$ cat src/sv/prq_ram.sv
// generic single write port ram with registered read
module prq_ram #(
   parameter int WIDTH = 8,
   parameter int DEPTH = 32
) (
   input  logic                     clock,
   input  logic                     we,
   input  logic [$clog2(DEPTH)-1:0] waddr,
   input  logic [WIDTH-1:0]         wdata,
   input  logic                     re,
   input  logic [$clog2(DEPTH)-1:0] raddr,
   output logic [WIDTH-1:0]         rdata
);

   logic [WIDTH-1:0] mem_ff [DEPTH];
   logic [WIDTH-1:0] rdata_ff;

   always_ff @(posedge clock) begin
      if (we) begin
         mem_ff[waddr] <= wdata;
      end
      if (re) begin
         rdata_ff <= mem_ff[raddr];
      end
   end

   assign rdata = rdata_ff;

endmodule

$ cat config.mk
export PLATFORM = sky130hd
export DESIGN_NAME = prq_ram
export DESIGN_NICKNAME = d
export VERILOG_FILES = /design/src/sv/prq_ram.sv
export SDC_FILE = /design/constraint.sdc
export NUM_CORES = 1
export LEC_CHECK = 0
export ABC_AREA = 1
export BUFFER_PORTS_ARGS = -buffer_cell sky130_fd_sc_hd__buf_2
export CAP_MARGIN = 20
export CORE_UTILIZATION = 45
export DETAILED_ROUTE_END_ITERATION = 10
export SLEW_MARGIN = 20
export SYNTH_ARGS = -nofsm -noshare
export SYNTH_HDL_FRONTEND = slang
export SYNTH_SLANG_ARGS = --single-unit
$ cat constraint.sdc
create_clock -name clock -period 1.3 [get_ports clock]
set_input_delay 0.13 -clock clock [delete_from_list [all_inputs] [get_ports clock]]
set_output_delay 0.13 -clock clock [all_outputs]
set_load 0.005 [all_outputs]
==> results.toml <==
[clock_tree]
clock_latency_ns = 0.54
ctsRootBufferMaster = "clkbuf_16"
cts_buffers = 28
postCtsSetupBuffers = 0
htree_levels = 1
clk_pin_slew_worst_paths_ns = 0.06
cts_tree = "done"
cts_buffer_depth = 3
cts_sinks = 264

[drt]
vias = 7019
firstDrtPassIters = 6
vias_per_cell = 5.258
wl_per_cell_um = 19.57
drt_iter0_drc = 604
ant_nets = 0
drcViolationCount = 0
wirelength_um = 26120

[synthesis]
avgSynthCellArea_um2 = 11.79
yosysUniqueCellTypes = 11
synth_warnings = 0
synth_seq_area_share_pct = 72.95
synthCells = 922
ys_seq_elements = 264
synth_nets = 943
synth_area_leaders = "edfxtp_1, nand2_1, nand3_1"
synth_top_area_share_pct = 72.95
netlist_area_mm2 = 0.01087
yosys.area.top_type = "edfxtp_1"

[power_and_ir_drop]
power_mw = 18.15
seqPwrFrac_pct = 52.5
leakagePower_nw = 4.770
switchingPower_mw = 4.017
internal_power_mw = 14.13
switching_share_pct = 22.13
p_clk_share_pct = 40.5
power.density_mw_per_mm2 = 1431
pwr-share-comb_pct = 7.0
vdd_ir_drop_max_mv = 1.144

[grt]
grt_pass1_vias = 6674
use_met3_pct = 2.891
busiest_layer = "met2"
grt_max_degree = 65
grt_antenna_before_repair = 1
grt_pass1_wl_um = 39770
use_met1_pct = 31.63
grt-ovfl-total = 0
globalRouteMet2Util_pct = 34.41
grtUsageTotal_pct = 21.86

[timing]
drv_slew = 0
relSlewSlack_pct = 49.61
fmax_mhz = 809.1
finalSetupViolations = 0
finalHoldViolCount = 0
finalCriticalPeriod_ns = 1.236
fin_crit_sh_pct = 95.08
rsz0062_at_grt = "true"
finClkSkew_ns = 0.02233
tightest_slew_ns = 0.7558

[worst_setup_path]
required_ns = 1.17
critPathMaxFanout = 1
cp_num_buf_inv = 1
crit_slowest_cell = "edfxtp_1"
crit_arrival_ns = 1.11
crit_path_start_kind = "flop"
path_cells = "buf_2"
end_kind = "output pin"
slowest_delay_ns = 0.42
criticalPathCategory = "reg2out"
critPathTopFamily = "flip-flops"

[floorplanning]
initial_core_util_pct = 46.16
rows = 56
coreArea_mm2 = 0.02354
dieHeight_um = 157.4
die_w_um = 157.4
die-area_mm2 = 0.02477
ios = 29

[finish]
finalNonFillerCells = 1335
drive_above_1_share_pct = 16.16
multi_input_area_mm2 = 0.002620
seq_area_mm2 = 0.007928
area_growth_pct = 16.70
layout.nets = 1016
fillers = 2075

[outcome]
outcome = "finished clean"

[place]
dp.cells = 1283
hpwlAfterDp_um = 15340
globalplace.congestion = 0.8024
io_buffers = 28

[min_path]
hold_class = "in2reg"

[run]
maxCapViolCount = 0
[synth_stat cells]
master	count
buf_2	15
nand3_1	204
inv_1	8
inv_2	2
nand2_1	360
buf_4	4
edfxtp_1	264
buf_1	2
nor2_1	32
clkbuf_1	7
buf_6	24
[kinds of logic (layout without fill, tap and decap cells)]
family,count (synthesis),count (layout),share of synthesized area [%]
flops,264,264,72.95
other cells,0,1,0
buf+inv,62,155,4.111
simple gates,596,596,22.94
[flip-flops by register name (all words and copies together) (netlist names)]
signal / count
rdata: 8
mem_ff: 256
[timing repair]
action / 4_1_cts / 5_1_grt
gates resized for setup: 0 / 30
endpoints found under the hold margin: 8 / 0
setup endpoints to repair: 0 / 7
hold buffers: 1 / 0
[through the flow]
step	util, %	setup TNS (ns)	instance area [um^2]	hold WS [ns]	worst slack (ns)
2_1_floorplan	-	0	10870	0.2289	0.1360
3_3_place_gp	49.69	-1.387	11700	0.4930	-0.2057
6_report	53.86	0	12680	0.03125	0.06400
4_1_cts	53.31	0	12550	0.02912	0.007775
3_5_place_dp	49.69	-1.447	11700	0.4914	-0.2142
5_1_grt	53.86	-0.07532	12680	0.04221	-0.03894
[cell type report]
type / count / area share, %
sequential: 264 / 62.52
multi-input combinational: 596 / 20.66
timing repair buffer: 95 / 6.690
clock buffer: 34 / 5.871
tap: 319 / 3.148
clock inverter: 16 / 0.7795
inverter: 10 / 0.3157
antenna: 1 / 0.01973
[power groups by stage]
stage	clock network (mW)	logic (mW)	registers (mW)
after floorplan	0	0.682	9.70
after global placement	0	1.22	9.71
after detailed placement	0	1.23	9.71
after CTS	7.46	1.24	9.53
after global routing	7.78	1.39	9.54
final	7.35	1.26	9.53
[cell usage in the layout, fill, tap and decap left out]
cell / synthesis / layout
clkbuf_1: 7 / 5
buf_4: 4 / 51
clkinvlp_4: 0 / 1
bufinv_16: 0 / 1
inv_1: 8 / 8
buf_2: 15 / 27
nand3_2: 0 / 21
nand2_1: 360 / 351
edfxtp_1: 264 / 264
clkinv_2: 0 / 7
diode_2: 0 / 1
dlygate4sd3_1: 0 / 1
inv_2: 2 / 1
nor2_1: 32 / 32
buf_12: 0 / 16
nand3_1: 204 / 183
clkbuf_16: 0 / 29
clkinv_1: 0 / 7
nand2_2: 0 / 9
inv_4: 0 / 1
[layer usage]
metal | routed length (um) | up-vias
li1 | - | 3351
met2 | 12170 | 192
met1 | 11800 | 3436
met4 | 727 | 0
met5 | 0 | -
met3 | 1415 | 40
[worst paths after layout]
| check | from | endpoint | cells past startpoint | slack (ns) |
|---|---|---|---|---|
| setup / recovery | rdata[5] | rdata[5] | 1 | 0.06 |
| hold / removal | raddr[4] | rdata[1] | 3 | 0.03 |
| setup reg to reg | mem_ff[25][2] | rdata[2] | 8 | 0.07 |
| hold reg to reg | mem_ff[22][5] | rdata[5] | 8 | 0.85 |
Note: power is estimated with default switching activity, not from simulation.
