<file path="src/sv/prq_pkg.sv">
// shared types and codes for the priority run queue scheduler
package prq_pkg;

   localparam int ACTION_W = 3;
   localparam int STATUS_W = 2;
   localparam int QUANTUM_W = 10;
   localparam int ID_W = 5;
   localparam int PRIO_W = 8;
   localparam int REQ_DATA_W = 16;
   localparam int RSP_DATA_W = 24;
   localparam int SCAN_GROUP = 16;
   localparam logic [QUANTUM_W-1:0] QUANTUM_RESET = 10'd10;

   localparam logic [ACTION_W-1:0] ACT_ENQUEUE = 3'd0;
   localparam logic [ACTION_W-1:0] ACT_REMOVE = 3'd1;
   localparam logic [ACTION_W-1:0] ACT_SWITCH = 3'd2;
   localparam logic [ACTION_W-1:0] ACT_TICK = 3'd3;
   localparam logic [ACTION_W-1:0] ACT_POLICY = 3'd4;

   localparam logic [STATUS_W-1:0] STAT_OK = 2'd0;
   localparam logic [STATUS_W-1:0] STAT_EMPTY = 2'd1;
   localparam logic [STATUS_W-1:0] STAT_NOTQ = 2'd2;

   typedef enum logic [11:0] {
      ST_IDLE     = 12'b0000_0000_0001,
      ST_DISP     = 12'b0000_0000_0010,
      ST_SW_LVL   = 12'b0000_0000_0100,
      ST_PUT      = 12'b0000_0000_1000,
      ST_PUT_LINK = 12'b0000_0001_0000,
      ST_SW_DEQ0  = 12'b0000_0010_0000,
      ST_SW_DEQ1  = 12'b0000_0100_0000,
      ST_SW_DEQ2  = 12'b0000_1000_0000,
      ST_REM_LVL  = 12'b0001_0000_0000,
      ST_REM_FIX  = 12'b0010_0000_0000,
      ST_SCAN     = 12'b0100_0000_0000,
      ST_DONE     = 12'b1000_0000_0000
   } state_type;

endpackage

</file>
<file path="src/sv/prq_scan.sv">
// two-stage search for the best occupied level
module prq_scan #(
   parameter int LEVELS = 256
) (
   input  logic                      clock,
   input  logic [LEVELS-1:0]         occ,
   output logic [$clog2(LEVELS)-1:0] best
);

   localparam int LW = $clog2(LEVELS);
   localparam int GROUP = prq_pkg::SCAN_GROUP;
   localparam int NG = (LEVELS + GROUP - 1) / GROUP;
   localparam int GW = (NG > 1) ? $clog2(NG) : 1;

   logic [NG*GROUP-1:0] occ_pad;
   logic [GW-1:0]       grp_ff, grp_in;
   logic                any_ff, any_in;
   logic [GROUP-1:0]    bits;
   logic [$clog2(GROUP)-1:0] pos;

   // idle level is never searched
   always_comb begin
      occ_pad = '0;
      occ_pad[LEVELS-2:0] = occ[LEVELS-2:0];
   end

   always_comb begin
      grp_in = '0;
      any_in = 1'b0;
      for (int g = NG - 1; g >= 0; g--) begin
         if (|occ_pad[g*GROUP +: GROUP]) begin
            grp_in = GW'(g);
            any_in = 1'b1;
         end
      end
   end

   always_ff @(posedge clock) begin
      grp_ff <= grp_in;
      any_ff <= any_in;
   end

   always_comb begin
      bits = occ_pad[int'(grp_ff)*GROUP +: GROUP];
      pos = '0;
      for (int b = GROUP - 1; b >= 0; b--) begin
         if (bits[b]) begin
            pos = ($clog2(GROUP))'(b);
         end
      end
      best = any_ff ? LW'(int'(grp_ff) * GROUP + int'(pos)) : LW'(LEVELS - 1);
   end

endmodule

</file>
<file path="config.mk">
export PLATFORM = sky130hd
export DESIGN_NAME = prq_scan
export DESIGN_NICKNAME = d
export VERILOG_FILES = /design/src/sv/prq_pkg.sv /design/src/sv/prq_scan.sv
export SDC_FILE = /design/constraint.sdc
export NUM_CORES = 1
export LEC_CHECK = 0
export ABC_CLOCK_PERIOD_IN_PS = 2300
export BUFFER_PORTS_ARGS = -buffer_cell sky130_fd_sc_hd__buf_4
export CORE_AREA = 3 3 102 104
export CTS_CLUSTER_DIAMETER = 120
export DETAILED_ROUTE_END_ITERATION = 8
export DIE_AREA = 0 0 105 107
export GPL_TIMING_DRIVEN = 0
export PLACE_DENSITY = 0.77
export SYNTH_ARGS = -nofsm -noshare
export SYNTH_HDL_FRONTEND = slang
export SYNTH_SLANG_ARGS = --single-unit
</file>
<file path="constraint.sdc">
create_clock -name clock -period 2.3 [get_ports clock]
set_input_delay 0 -clock clock [delete_from_list [all_inputs] [get_ports clock]]
set_output_delay 0 -clock clock [all_outputs]
set_load 0.03 [all_outputs]
</file>
==> reports/qor.csv <==
metric,value,unit
endpoint class of the critical path,output pin,
# clock sinks,5,
Initial Utilization,30.9,%
Peak VDD IR,114,uV
largest net degree at the start of global routing,11,
Critical Path Max Stage Delay,0.53,ns
post-route ant nets,0,
PwrDens,161,nW/um^2
placed inst area,5140,um^2
share of cells above drive strength 1,69.5,%
Yosys top cell by area,mux4_2,
hold depth,4,
post-synthesis sequential area ratio,3.36,%
CTS tree,done,
max cap viols,0,
"top cells by area, synth","mux4_2 (44%), nor4_1 (14%), mux4_1 (9.7%)",
cell family with most CP delay,multiplexers,
Routed WL,18900,um
Syn Area/Cell,10.8,um^2
worst setup margin,-0.554,ns
final setup violating endpoints,4,
Leak,2.24,nW
Final nets,819,
Via Count,4442,
hpwl dp,16400,um
crit share post-route,124,%
status,"complete, but fails checks",
Root Buffer,clkbuf_8,
post-synth cell types,46,
fin area,5600,um^2
Die Y,107,um
CTS buffer count,3,
Synth Flop Type,dfxtp_1,
DRC violations left,0,
die area,11200,um^2
Via density,6.40,
Min-Delay Path Class,in -> reg,
Worst Hold Launch,occ[23],
Crit-path slowest cell,mux4_2,
Total GRT Usage,31.8,%
"Slew Viols, Final",0,
register bit total from synthesis,5,
Synth Cell Area,2980,um^2
die width,105,um
CTS H-tree depth,1,
initial DRC count,399,
antenna violations before repair,0,
"most used cell, CP",mux4_2,
Post-Syn Instances,275,
"Async S/R FF share, synth",0,%
WHS Endpoint,grp_ff[1],
count of final hold-check violations,0,
CP bufs+invs,2,
CP max FO,5,
crit path kind,reg -> out,
Worst Tran Pin Value,0.826,ns
Placeable Area,9640,um^2
Max Fclk,350,MHz
Multi-input gate area,2830,um^2
worst hold slack,0.165,ns
Clock Path Buffers,2,
"Arr. time, crit path",2.85,ns
TritonRoute pass-1 iters,7,
top-area cell type share of the netlist area,43.9,%
Area Overhead vs Synth,88.2,%
failing checks,negative setup slack,
Period minus WS final,2.85,ns
Post-Synthesis Net Count,532,
IO Pins,265,
Worst Setup Start Kind,flop,
GRT overflow,0,
total area of sequential cells,104,um^2
average wire per standard cell,27.3,um
crit-path cells,buf_12 -> mux4_2 -> mux4_2 -> or2_1 -> or3_4 -> a31oi_2 -> o21ai_2 -> buf_6,
vias in the first global route,4627,
first-pass GRT wire length,26900,um
"CTS clk-pin slew, worst paths",0.04,ns
"Core Util, Final",58.1,%
warnings from Yosys,0,
Relative slew margins,44.4,%
"Req. time, crit path",2.30,ns
FP Rows,36,
ant diodes,0,
RSZ-0062 raised after global routing,true,
Post-synth EDFFs,0,
Filler cells,893,
IO Port Bufs,263,
gpl congestion,0.952,
layer usage:
| layer | GRT usage (%) | share of wire, % | vias to the layer above |
|---|---|---|---|
| li1 | - | - | 1874 |
| met2 | 56.6 | 53 | 282 |
| met3 | 6.62 | 8.7 | 34 |
| met1 | 40.2 | 37 | 2252 |
| met4 | 5.90 | 1.7 | 0 |
| met5 | 0 | 0 | - |
area by class of cell:
class                      instances  share of cell area, %
multi-input combinational        249                   50.5
timing repair buffer             282                   39.6
buffer                            19                   4.13
tap                              133                   2.97
sequential                         5                   1.85
clock buffer                       4                  0.804
inverter                           2                  0.134
timing repair:
item / CTS / global route
cloned: 3 / 0
buffers inserted: 16 / 0
hold buffers: 0 / 0
pin swaps: 9 / 3
gates resized for setup: 53 / 5
setup endpoints to repair: 4 / 4
sequential cells by signal, indices dropped and copies added (netlist names):
| register | count |
|---|---|
| grp_ff | 4 |
| any_ff | 1 |
Yosys cell counts, types with 5 or more instances:
library cell  number
nor4_1            67
mux4_2            58
nand4_1           16
nor2_1            13
mux4_1            11
nand2_1           11
a22oi_1           10
a22o_1             7
dfxtp_1            5
nand2b_1           5
nor2b_1            5
worst max-delay path by stage:
stage	startpoint	end	depth (start not counted)
6_report	grp_ff[0]	best[2]	8
3_3_place_gp	grp_ff[1]	best[3]	9
5_1_grt	grp_ff[0]	best[2]	8
2_1_floorplan	grp_ff[0]	best[3]	6
4_1_cts	grp_ff[0]	best[3]	7
3_5_place_dp	grp_ff[1]	best[3]	9
logic make-up (layout without fill, tap and decap cells):
family,count (synthesis),after routing,synth area share (%)
muxes,70,70,53.9
DFF,5,5,3.36
and+or+nand+nor,136,136,27.0
AOI/OAI and AO/OA,43,43,10.8
buffers and inverters,21,307,4.88
where the power goes:
| part | leakage (nW) | internal, W | switching, W | total [W] |
|---|---|---|---|---|
| clock network | 0.0228 | 0.000119 | 0.0000457 | 0.000165 |
| registers | 0.0411 | 0.0000860 | 0.00000000121 | 0.0000860 |
| logic | 2.17 | 0.000401 | 0.000249 | 0.000650 |
| total | 2.24 | 0.000606 | 0.000295 | 0.000901 |
through the flow:
step / power, W / TNS, ns / std cells / setup slack (ns)
CTS: 0.000882 / -1.93 / 694 / -0.511
finish: 0.000901 / -2.06 / 694 / -0.554
detailed placement: 0.000705 / -3.28 / 671 / -0.879
floorplan: 0.000241 / -0.445 / 275 / -0.143
global placement: 0.000704 / -3.13 / 671 / -0.834
global route: 0.000932 / -2.30 / 694 / -0.599
cells in the final DEF, fill, tap and decap left out, drive strengths merged, types with 5 or more instances in the layout:
cell type  instances
dfxtp              5
a22o               7
buf              298
nor4              67
nor2b              5
nor2              14
clkbuf             6
mux4              69
nand2             11
a22oi             10
nand2b             5
nand4             16
No activity file was read; power rests on OpenSTA's default activity.
